`config.mk`:
```
export PLATFORM = sky130hd
export DESIGN_NAME = snuv_sqrt
export DESIGN_NICKNAME = d
export VERILOG_FILES = /design/src/sv/snuv_sqrt.sv
export SDC_FILE = /design/constraint.sdc
export NUM_CORES = 1
export LEC_CHECK = 0
export BUFFER_PORTS_ARGS = -buffer_cell sky130_fd_sc_hd__buf_2
export CAP_MARGIN = 5
export CELL_PAD_IN_SITES_DETAIL_PLACEMENT = 0
export CELL_PAD_IN_SITES_GLOBAL_PLACEMENT = 2
export CORE_UTILIZATION = 40
export CTS_BUF_LIST = sky130_fd_sc_hd__clkbuf_4
export DETAILED_ROUTE_END_ITERATION = 7
export HOLD_SLACK_MARGIN = 0.02
export PLACE_DENSITY = 0.74
export REMOVE_ABC_BUFFERS = 1
export SYNTH_ARGS = -nofsm -noshare
export SYNTH_HDL_FRONTEND = slang
export SYNTH_SLANG_ARGS = --single-unit
export TNS_END_PERCENT = 5
```
`constraint.sdc`:
```
create_clock -name clk -period 4 [get_ports clk]
set_input_delay 0.6 -clock clk [delete_from_list [all_inputs] [get_ports clk]]
set_output_delay 0.6 -clock clk [all_outputs]
set_load 0.01 [all_outputs]
```
`src/sv/snuv_sqrt.sv`:
```
// pipelined integer square root of 2^28 - ny^2, one result bit per stage
module snuv_sqrt (
	input logic clk,
	input logic en,
	input logic [28:0] n_in,
	output logic [14:0] root
);
	localparam int ST = 15;

	logic [28:0] rem_s [ST+1];
	logic [14:0] res_s [ST+1];

	assign rem_s[0] = n_in;
	assign res_s[0] = '0;

	// restoring digit recurrence, one registered stage per bit
	for (genvar k = 0; k < ST; k++) begin : g_st
		localparam int B = ST - 1 - k;
		logic [29:0] trial;
		logic [29:0] rem_w;
		logic [28:0] rem_r;
		logic [14:0] res_r;
		assign trial = {15'd0, res_s[k]} << (B + 1);
		assign rem_w = {1'b0, rem_s[k]};
		always_ff @(posedge clk) begin
			if (en) begin
				if (rem_w >= trial + (30'd1 << (2 * B))) begin
					rem_r <= 29'(rem_w - trial - (30'd1 << (2 * B)));
					res_r <= res_s[k] | (15'd1 << B);
				end else begin
					rem_r <= rem_s[k];
					res_r <= res_s[k];
				end
			end
		end
		assign rem_s[k+1] = rem_r;
		assign res_s[k+1] = res_r;
	end

	assign root = res_s[ST];
endmodule

```
# Yosys cells after proc, flatten, opt, wreduce, memory -nomap -nowiden
# Index checks and enable logic that the tools add are counted.
# W data, S select, Z words.
word_totals:
  regBits: 631
  input_bits: 31
  output_inout_bits: 15
  wordCells: 114
classes:
  n_addsub: 41
  magnitude_cmp: 15
  mux: 15
op_table:
  columns: ["op", "n"]
  rows:
  - ["$mux W29", 14]
  - ["$add A29 B27 Y30 const B", 1]
  - ["$ge A29 B30 Y1", 1]
  - ["$add A28 B25 Y29 const B", 1]
  - ["$ge A29 B17 Y1", 1]
  - ["$ge A29 B18 Y1", 1]
  - ["$ge A29 B19 Y1", 1]
  - ["$ge A29 B20 Y1", 1]
  - ["$ge A29 B21 Y1", 1]
  - ["$ge A29 B22 Y1", 1]
  - ["$ge A29 B23 Y1", 1]
  - ["$ge A29 B24 Y1", 1]
  - ["$ge A29 B25 Y1", 1]
  - ["$ge A29 B26 Y1", 1]
  - ["$ge A29 B27 Y1", 1]
  - ["$ge A29 B28 Y1", 1]
  - ["$ge A29 B29 Y1", 1]
  - ["$ge A29 B29 Y1 const B", 1]
  - ["$sub A29 B11 Y29 const B", 1]
  - ["$sub A29 B13 Y29 const B", 1]
  - ["$sub A29 B15 Y29 const B", 1]
  - ["$sub A29 B17 Y29", 1]
  - ["$sub A29 B17 Y29 const B", 1]
  - ["$sub A29 B18 Y29", 1]
  - ["34 further kinds", 34]

# Logic depth before layout (Yosys ltp)
# Gate-level depths: netlist of the first run.
depth:
  ltp_word: 3
  mapped_depth: 13
  depth_no_buf: 12

# Worst setup path after synthesis of the first run
# Ideal clock, no wire load.
synth_timing:
  kind: "register -> register"
  start: "reg g_st[9].res_r[10]"
  end: "reg g_st[10].rem_r[26], data pin"
  setup_time_ps: 258
  t_arrival_ps: 2552
  required_time_ps: 3742
  slack_ps: 1190
  stages_incl_launch_ff: 13
  n_path_buf: 1
  period_less_slack_ps: 2810
  cell_sequence: "edfxtp_1 ha_1 inv_1 ha_1 clkbuf_1 nand2_1 nand2_1 a21o_1 a211o_1 o21a_1 a211oi_1 nand2_1 xnor2_1"
synth_via:
  elab_chain_len: 3
  word_cells_on_any_way: 5
  classes_between: "add/sub: 3; order compare: 1; mux: 1"
synth_rtl:
  columns: ["element", "line", "text"]
  rows:
  - ["start: declaration", "22", "logic [14:0] res_r;"]
  - ["start signal: assignment", "29", "res_r <= res_s[k] | (15'd1 << B);"]
  - ["start signal: assignment", "32", "res_r <= res_s[k];"]
  - ["$sub A29 B20 Y29 / $add A20 B9 Y21 (equally long branches)", "28, 27", null]
  - ["$sub A29 B9 Y29 / $ge A29 B21 Y1 (equally long branches)", "28, 27", null]
  - ["$mux W29 (*)", "27", "if (rem_w >= trial + (30'd1 << (2 * B))) begin"]
  - ["end signal: assignment", "28", "rem_r <= 29'(rem_w - trial - (30'd1 << (2 * B)));"]
  - ["end signal: assignment", "31", "rem_r <= rem_s[k];"]
  - ["end: declaration", "21", "logic [28:0] rem_r;"]
# Every way passes the cells marked *; elsewhere a longest branch is shown, timed or not.
# A chain may end at the register's enable or synchronous reset.

# Final worst setup path of the first run
layout_timing:
  start: "reg g_st[6].rem_r[18]"
  end: "reg g_st[7].rem_r[14], data pin"
layout_via:
  elab_chain_len: 2
layout_rtl:
  columns: ["element", "line"]
  rows:
  - ["start: declaration", "21"]
  - ["start signal: assignment", "28"]
  - ["start signal: assignment", "31"]
  - ["$ge A29 B24 Y1", "27"]
  - ["$mux W29", "27"]
  - ["end signal: assignment", "28"]
  - ["end signal: assignment", "31"]
  - ["end: declaration", "21"]
# Every way passes these cells.

==> impl_metrics.csv, run 1 <==
group,metric,value,unit
outcome,outcome,"finished, final reports clean",
floorplanning,die_w,322,um
global_routing,grt_usage,19.6,%
clock_tree,ctsRootBufferMaster,"clkbuf_4",
clock_tree,cts_setup_buffers,0,
setup_path,crit_buf_inv,2,
floorplanning,start_util,40.3,%
synth,synthCells,4372,
setup_path,crit_family,"simple AND/OR/NAND/NOR gates",
synth,syn_area,41000,um2
global_routing,use_met2,32.4,%
synth,post-synth-top-area-cell,"edfxtp_1",
clock_tree,clk_path_buf_depth,3,
synth,synth_xor_area_share,5.98,%
global_routing,grt_max_degree,70,
clock_tree,worstSkewPairLatency,1.06,ns
floorplanning,core_area,102000,um2
timing,tightest_slew,0.967,ns
timing,timing.fmax,0.280,GHz
synth,synth_simple_gate_area_share,13.1,%
synth,synth_ff_type,"edfxtp_1",
floorplanning,dieArea,104000,um2
global_routing,globalRouteMet1Util,26.2,%
setup_path,crit_type,"flop to flop",
cells_and_area,nets,5142,
floorplanning,row_count,117,
routing,drc,0,
setup_path,cpPeakStageDelay,0.59,ns
routing,wl_per_cell,16.7,um
routing,via_per_inst,5.13,
placement,io_buffers,45,
synth,synth.area.mux_share,0.641,%
synth,synthAdderAreaFrac,16.7,%
cells_and_area,syn2layout_area_growth,10.7,%
setup_path,path_max_fanout,31,
synth,synth_top_family_by_area,"compound AO/OA/AOI/OAI gates",
timing,rsz0062_at_grt,"no",
global_routing,antenna_found_initial,5,
cells_and_area,final_core_util,44.6,%
clock_tree,post_cts_resized,0,
routing,dr.pass1.iters,5,
clock_tree,cts_sinks,526,
setup_path,crit_required,4.74,ns
global_routing,gr-total-overflow,0,
global_routing,grt.busiest_layer,"met2",
clock_tree,htreeDepth,4,
floorplanning,ios,46,
flow_run,drv_cap,0,
global_routing,grt_pass1_wl,163000,um
timing,finClkSkew,0.0568,ns
setup_path,path_cells,"inv_1 > ha_1 > or4_1 > o2111ai_1 > a21oi_1 > nor2_2 > buf_4 > nor4_1 > a31oi_1 > o21ai_0 > a211oi_1",
worst_hold_path,worstHoldPathType,"input port to flop",
synth,synth_area_per_cell,9.38,um2
clock_tree,holdBufCountCts,30,
routing,antenna_left,0,
timing,setup_viol,0,
clock_tree,clkTransAtPathRegs,0.06,ns
synth,ys_warn_count,0,
timing,fin_crit,3.57,ns
power,peakVddDrop,296,uV
floorplanning,die_h,322,um
synth,synth_cell_types,103,
global_routing,met3_usage,3.21,%
timing,drv_slew,0,
timing,fin_crit_sh,89.2,%
power,p_per_area,932,nW/um2
cells_and_area,drive_gt1_share,8.82,%
synth,synth_compound_area_share,18.1,%
global_routing,grt_pass1_vias,30543,
synth,async_flop_share,0,%
setup_path,endpoint_kind,"flop",
placement,place_area,43000,um2
setup_path,arrival,4.31,ns
power,leakage,0.0200,uW
synth,synth_top_area_share,38.5,%
timing,hold_viol,0,
timing,slew_headroom,35.4,%
synth,synth_edf_count,526,
synth,synth_area_leaders,"edfxtp_1 39%, ha_1 17%, inv_1 6.1%, a21oi_1 4.1%, xnor2_1 3.3%",
synth,seq_area_frac_synth,38.5,%
clock_tree,cts_tree,"done",
placement,dpl.hpwl,77900,um
synth,synth_seq_cells,526,
cells_and_area,final_cell_area,45400,um2
setup_path,crit_path_start_kind,"flop",
routing,first_iter_violations,1750,
clock_tree,cts_buffers,158,
setup_path,cp_slowest_cell,"a211oi_1",
routing,routed_wl,101000,um
placement,gp_congestion,0.821,
routing,vias,31044,
timing,tns,0,ns
where the power goes:
group,switching (uW),leakage [uW],internal [uW],total [uW]
combinational,15000,0.0137,10700,25700
clock,2540,0.00120,2820,5350
sequential,1680,0.00504,9510,11200
total,19200,0.0200,23100,42300
registers in the layout, indices dropped and copies added, names as in the netlist:
register    flops
g_st.rem_r    406
g_st.res_r    105
root           15
cell usage in the layout (no fill, tap or decap), types with 51 or more instances in the layout:
cell type    n
a21oi_1    335
ha_1       548
xor2_1     124
edfxtp_1   526
o21a_1      51
nand2b_1    62
clkbuf_4   220
nand3_1     56
nor2b_1     58
a21o_1      82
nand2_1    277
xnor2_1    156
inv_1      662
nor2_1     329
o21ai_0    258
nor3_1      66
cell usage after synthesis, types with 13 or more instances:
library cell,number
a2111oi_0,13
a211oi_1,40
a21o_1,82
a21oi_1,335
a311oi_1,15
a31oi_1,27
and2_1,25
and3_1,22
clkbuf_1,74
edfxtp_1,526
ha_1,548
inv_1,662
mux2i_1,15
nand2_1,277
nand2b_1,62
nand3_1,56
nand4_1,36
nor2_1,331
nor2b_1,58
nor3_1,67
nor3b_1,22
nor4_1,39
o2111ai_1,13
o211ai_1,40
o21a_1,51
o21ai_0,258
o21ai_1,17
o21bai_1,49
o31ai_1,26
or2_2,19
or3_1,32
or4_1,13
xnor2_1,156
xor2_1,124
per-layer routing:
metal	vias up	part of all wire [%]
li1	15951	-
met1	14466	48
met2	477	47
met3	148	3.6
met4	2	2.0
met5	-	0.013
cell type report:
type                            count  area [um2]
Clock buffer                      220        1650
Fill cell                       10105       56400
Tap cell                         1368        1710
Timing Repair Buffer              114         928
Clock inverter                     57         379
Inverter                          664        2490
Multi-Input combinational cell   3099       22400
Antenna cell                        7        17.5
Sequential cell                   526       15800
metrics by stage:
| step | std cells | power, uW | setup slack [ns] | hold WS, ns |
|---|---|---|---|---|
| after floorplan | 4289 | 30400 | -0.429 | 0.400 |
| after global placement | 5741 | 37300 | 0.462 | 0.400 |
| after detailed placement | 5741 | 37000 | 0.471 | 0.405 |
| after CTS | 6048 | 42800 | 0.477 | 0.0606 |
| after global routing | 6052 | 46500 | 0.215 | 0.140 |
| final | 6055 | 42300 | 0.430 | 0.253 |
logic make-up (layout without fill, tap and decap cells):
| group | after synthesis | after routing |
|---|---|---|
| flip-flops | 526 | 526 |
| AND/OR/NAND/NOR | 1103 | 1103 |
| other | 1 | 8 |
| XOR/XNOR | 280 | 280 |
| adder cells (fa/ha/maj) | 548 | 548 |
| AO/OA/AOI/OAI | 1142 | 1142 |
| multiplexers | 25 | 25 |
| buffers and inverters | 747 | 1055 |
path summary, 6_finish.rpt:
path	startpoint	cells past startpoint	slack, ns	to
setup / recovery	g_st[6].rem_r[18]	11	0.43	g_st[7].rem_r[14]
hold / removal	n_in[24]	2	0.25	g_st[0].rem_r[24]
setup reg to reg	g_st[6].rem_r[18]	11	0.43	g_st[7].rem_r[14]
hold reg to reg	g_st[10].rem_r[0]	0	0.42	g_st[11].rem_r[0]
(Power assumes the default switching activity.)
==> inputs of run 2 (changes only) <==
--- a/config.mk
+++ b/config.mk
@@ -9,11 +9,11 @@
 export CAP_MARGIN = 5
 export CELL_PAD_IN_SITES_DETAIL_PLACEMENT = 0
 export CELL_PAD_IN_SITES_GLOBAL_PLACEMENT = 2
-export CORE_UTILIZATION = 40
+export CORE_UTILIZATION = 39
 export CTS_BUF_LIST = sky130_fd_sc_hd__clkbuf_4
 export DETAILED_ROUTE_END_ITERATION = 7
 export HOLD_SLACK_MARGIN = 0.02
-export PLACE_DENSITY = 0.74
+export PLACE_DENSITY = 0.75
 export REMOVE_ABC_BUFFERS = 1
 export SYNTH_ARGS = -nofsm -noshare
 export SYNTH_HDL_FRONTEND = slang
==> constraint.sdc (replaced) <==
create_clock -name clk -period 3.25 [get_ports clk]
set_input_delay 0.1625 -clock clk [delete_from_list [all_inputs] [get_ports clk]]
set_output_delay 0.1625 -clock clk [all_outputs]
set_load 0.01 [all_outputs]
==> impl_metrics.csv, run 2 (synthesis gave the netlist of run 1 again) <==
group,metric,value,unit
setup_path,crit_buf_inv,1,
power,peakVddDrop,401,uV
timing,slew_headroom,34.3,%
timing,hold_viol,0,
placement,dpl.hpwl,78600,um
routing,dr.pass1.iters,5,
cells_and_area,nets,5233,
timing,drv_slew,0,
setup_path,arrival,3.86,ns
global_routing,gr-total-overflow,0,
timing,fin_ws,0.149,ns
floorplanning,die_h,326,um
cells_and_area,largest_reg_flops,406,
outcome,outcome,"finished, final reports clean",
cells_and_area,multi_input_area,22600,um2
cells_and_area,ff_latch_area,15800,um2
clock_tree,cts_sinks,526,
power,leakage,0.0204,uW
clock_tree,cts_setup_buffers,0,
clock_tree,clkTransAtPathRegs,0.07,ns
timing,rsz0062_at_grt,"yes",
cells_and_area,regMostFlops,"g_st.rem_r",
clock_tree,cts_buffers,153,
timing,fin_crit_sh,95.4,%
setup_path,endpoint_kind,"flop",
global_routing,grt_max_degree,68,
clock_tree,clk_path_buf_depth,3,
clock_tree,ctsRootBufferMaster,"clkbuf_4",
floorplanning,start_util,39.5,%
timing,tightest_slew,0.984,ns
placement,io_buffers,45,
cells_and_area,final_core_util,44.7,%
global_routing,grt_pass1_vias,30765,
setup_path,path_cells,"inv_1 > ha_1 > o21ba_2 > o21bai_1 > nand4_1 > and3_1 > a2111oi_1 > o22ai_1 > xnor2_1 > mux2_2",
global_routing,antenna_found_initial,4,
clock_tree,cts_tree,"done",
setup_path,path_max_fanout,5,
cells_and_area,fill_cells,10253,
worst_hold_path,worstHoldPathType,"input port to flop",
placement,gp_congestion,0.815,
flow_run,drv_cap,0,
routing,wl_per_cell,16.6,um
placement,preCtsSetupSlack,0.0207,ns
cells_and_area,syn2layout_area_growth,13.1,%
routing,antenna_left,0,
setup_path,crit_family,"compound AO/OA/AOI/OAI gates",
setup_path,crit_type,"flop to flop",
floorplanning,ios,46,
routing,drc,0,
cells_and_area,final_cell_area,46300,um2
floorplanning,row_count,118,
timing,fin_crit,3.10,ns
power,p_per_area,1150,nW/um2
cells_and_area,final_common_cell,"inv_1",
floorplanning,die_w,326,um
setup_path,crit_path_start_kind,"flop",
floorplanning,dieArea,106000,um2
routing,first_iter_violations,1647,
placement,place_area,43600,um2
timing,finClkSkew,0.0972,ns
cells_and_area,final_cell_mix,"662 x inv_1, 547 x ha_1, 526 x edfxtp_1, 332 x a21oi_1, 329 x nor2_1",
global_routing,grt_usage,19.2,%
routing,vias,31324,
global_routing,grt_pass1_wl,165000,um
clock_tree,htreeDepth,4,
cells_and_area,drive_gt1_share,10.3,%
placement,dp.cells,5820,
timing,timing.fmax,0.322,GHz
floorplanning,core_area,104000,um2
timing,tns,0,ns
timing,setup_viol,0,
cells_and_area,final_cell_count_no_fill,6144,
setup_path,cpPeakStageDelay,0.61,ns
routing,routed_wl,102000,um
setup_path,cp_slowest_cell,"edfxtp_1",
setup_path,crit_required,4.01,ns
routing,via_per_inst,5.10,
clock_tree,worstSkewPairLatency,1.06,ns
run 2: cell count changes in the layout (fill, tap and decap cells not counted), moves of 4 or more:
cell	before	now
o21ai_0	258	254
clkbuf_4	220	212
diode_2	7	2
dlygate4sd3_1	30	59
clkinv_1	35	30
buf_4	31	93
buf_12	8	13
run 2: cell type report:
| type | count | area share, % |
|---|---|---|
| clock inverter | 51 | 0.772 |
| tap | 1380 | 3.73 |
| timing repair buffer | 210 | 3.85 |
| clock buffer | 212 | 3.43 |
| inverter | 664 | 5.38 |
| multi-input combinational | 3099 | 48.7 |
| sequential | 526 | 34.1 |
| antenna | 2 | 0.0108 |
run 2: path summary, 6_finish.rpt:
check / start / endpoint / slack (ns) / cells past startpoint
setup / recovery: g_st[6].rem_r[1] / g_st[7].rem_r[20] / 0.15 / 10
hold / removal: en / g_st[1].rem_r[17] / 0.22 / 2
setup reg to reg: g_st[6].rem_r[1] / g_st[7].rem_r[20] / 0.15 / 10
hold reg to reg: g_st[1].rem_r[0] / g_st[2].rem_r[0] / 0.40 / 0
run 2: stage by stage:
step	total power, uW	hold slack (ns)
after global placement	46800	0.339
after detailed placement	46600	0.341
after global routing	58500	0.121
final	53200	0.223
after CTS	53600	0.0686
after floorplan	37400	0.261
run 2: what timing repair did:
| action | CTS | global route |
|---|---|---|
| hold buffers | 59 | 0 |
| setup endpoints to repair | 1 | 42 |
| gates resized for setup | 1 | 33 |
| endpoints found under the hold margin | 555 | 0 |
| pin swaps | 0 | 3 |
run 2: worst register-to-register path: stages, from the launching register on:
cell and delay (ns):
edfxtp_1 0.61, inv_1 0.09, ha_1 0.33, o21ba_2 0.21, o21bai_1 0.20, nand4_1 0.11
and3_1 0.20, a2111oi_1 0.51, o22ai_1 0.19, xnor2_1 0.14, mux2_2 0.26
run 2: per-layer routing:
layer | part of all wire, % | vias up | wire [um] | track usage, %
met5 | 0 | - | 0 | 0
met4 | 1.7 | 0 | 1710 | 5.15
met3 | 3.6 | 131 | 3690 | 3.03
met2 | 47 | 474 | 47600 | 31.6
met1 | 48 | 14632 | 48800 | 26.1
li1 | - | 16087 | - | -
run 2: where the power goes:
part | switching (uW) | total (uW) | internal (uW)
clock | 3090 | 6440 | 3350
sequential | 2010 | 13700 | 11700
combinational | 19100 | 33100 | 14000
==> inputs of run 3 (changes only) <==
--- a/config.mk
+++ b/config.mk
@@ -9,6 +9,7 @@
 export CAP_MARGIN = 5
 export CELL_PAD_IN_SITES_DETAIL_PLACEMENT = 0
 export CELL_PAD_IN_SITES_GLOBAL_PLACEMENT = 2
+export CORE_ASPECT_RATIO = 1.2
 export CORE_UTILIZATION = 39
 export CTS_BUF_LIST = sky130_fd_sc_hd__clkbuf_4
 export DETAILED_ROUTE_END_ITERATION = 7
==> impl_metrics.csv, run 3 (synthesis gave the netlist of run 1 again) <==
group,metric,value,unit
floorplanning,ios,46,
timing,drv_slew,0,
clock_tree,cts_tree,"done",
setup_path,r2r_setup_slack,0.14,ns
routing,dr.pass1.iters,5,
floorplanning,start_util,39.6,%
global_routing,grt_usage,20.2,%
cells_and_area,largest_reg_flops,406,
floorplanning,die_w,298,um
routing,route.met3.wl,3000,um
worst_hold_path,hold_depth,2,
cells_and_area,drive_gt1_share,12.7,%
timing,setup_viol,0,
setup_path,r2r-start,"g_st[12].rem_r[8]",
cells_and_area,regMostFlops,"g_st.rem_r",
outcome,outcome,"finished, final reports clean",
clock_tree,clk_path_buf_depth,3,
setup_path,r2r-end,"g_st[13].rem_r[21]",
floorplanning,dieArea,106000,um2
clock_tree,cts_buffers,160,
routing,routed.top_layer,"met4",
placement,dp.cells,5929,
setup_path,path_max_fanout,4,
worst_hold_path,min_to,"g_st[0].rem_r[21]",
routing,antenna_left,0,
timing,rsz0062_at_grt,"yes",
clock_tree,ctsRootBufferMaster,"clkbuf_4",
power,peakVddDrop,418,uV
placement,io_buffers,45,
clock_tree,htreeDepth,4,
routing,wl_per_cell,17.0,um
routing,via_per_inst,5.15,
floorplanning,die_h,357,um
cells_and_area,final_cell_area,47400,um2
timing,finClkSkew,0.0552,ns
placement,place_area,44500,um2
global_routing,antenna_found_initial,2,
setup_path,arrival,3.95,ns
cells_and_area,syn2layout_area_growth,15.6,%
global_routing,grt_pass1_vias,34086,
cells_and_area,final_common_cell,"inv_1",
cells_and_area,final_cell_count_no_fill,6282,
setup_path,crit_type,"flop to flop",
flow_run,drv_cap,0,
timing,tns,0,ns
floorplanning,core_area,104000,um2
timing,fin_crit,3.11,ns
routing,wl_met1,33700,um
routing,drc,0,
setup_path,r2r.worst_path.cells,11,
cells_and_area,final_cell_mix,"662 x inv_1, 548 x ha_1, 526 x edfxtp_1, 332 x a21oi_1, 329 x nor2_1",
timing,tightest_slew,1.03,ns
placement,gp_congestion,0.844,
setup_path,endpoint_kind,"flop",
routing,vias,32335,
routing,routed_wl,107000,um
routing,first_iter_violations,1100,
setup_path,crit_path_start_kind,"flop",
timing,fin_crit_sh,95.8,%
worst_hold_path,hold_start,"en",
global_routing,grt_pass1_wl,169000,um
clock_tree,cts_sinks,526,
routing,wl_met2,65300,um
setup_path,crit_required,4.08,ns
power,p_per_area,1160,nW/um2
timing,hold_viol,0,
placement,dpl.hpwl,84500,um
clock_tree,clkTransAtPathRegs,0.06,ns
global_routing,gr-total-overflow,0,
global_routing,grt_max_degree,92,
worst_hold_path,worstHoldPathType,"input port to flop",
clock_tree,worstSkewPairLatency,1.12,ns
timing,slew_headroom,31.5,%
power,leakage,0.0211,uW
timing,timing.fmax,0.321,GHz
cells_and_area,nets,5354,
floorplanning,row_count,129,
-- run 3: changes by cell type in the layout (fill, tap and decap cells not counted), moves of 4 or more --
cell,change
buf_4,+113
clkbuf_4,+22
clkinv_1,+12
inv_6,-4
-- run 3: routing by layer --
| metal | up-vias | track usage (%) |
|---|---|---|
| met4 | 0 | 10.9 |
| met1 | 15149 | 15.6 |
| met5 | - | 0 |
| met3 | 302 | 3.58 |
| met2 | 529 | 44.7 |
| li1 | 16355 | - |
-- run 3: per-stage QoR --
stage / hold slack (ns) / worst slack [ns] / utilization, % / power [uW]
final: 0.115 / 0.136 / 45.7 / 55000
after global routing: 0.0631 / -0.0237 / 45.7 / 60000
after CTS: 0.0864 / 0.0168 / 45.6 / 55300
after global placement: 0.338 / -0.111 / 42.9 / 48000
after floorplan: 0.261 / -1.18 / - / 37400
after detailed placement: 0.341 / -0.0695 / 42.9 / 47900
-- run 3: layout make-up --
| cell class | instances | area (um2) |
|---|---|---|
| inverters | 664 | 2490 |
| well taps | 1375 | 1720 |
| clock inverters | 55 | 373 |
| flip-flops and latches | 526 | 15800 |
| repair buffers | 324 | 2650 |
| diodes | 5 | 12.5 |
| clock buffers | 234 | 1760 |
| fillers | 10308 | 56200 |
| multi-input cells | 3099 | 22600 |
-- run 3: worst max-delay path: stages (launching register included) --
cell and delay, ns:
edfxtp_1 0.39, inv_1 0.06, ha_1 0.31, inv_1 0.05
ha_1 0.33, o21a_1 0.24, o31ai_1 0.32, a21oi_2 0.13
a211oi_4 0.35, o21ai_1 0.18, nor4b_1 0.36, xor2_1 0.11
-- run 3: worst max-delay path by stage --
stage                             from                 end
floorplan            g_st[5].rem_r[23]   g_st[6].rem_r[16]
global placement     g_st[6].rem_r[10]   g_st[7].rem_r[20]
detailed placement  g_st[12].res_r[14]  g_st[13].rem_r[21]
CTS                  g_st[11].res_r[5]  g_st[12].rem_r[21]
global route         g_st[11].res_r[8]  g_st[12].rem_r[28]
finish               g_st[12].rem_r[8]  g_st[13].rem_r[21]
-- run 3: what timing repair did --
item / 4_1_cts / 5_1_grt
endpoints found under the setup margin: 32 / 49
endpoints found under the hold margin: 555 / 0
resized for setup: 6 / 33
setup buffers: 0 / 0
pin swaps: 0 / 2
hold buffers: 59 / 0
-- run 3: report_power, final --
part           internal [uW]  switching [uW]
sequential             11700            1770
combinational          15000           19700
clock                   3760            3190
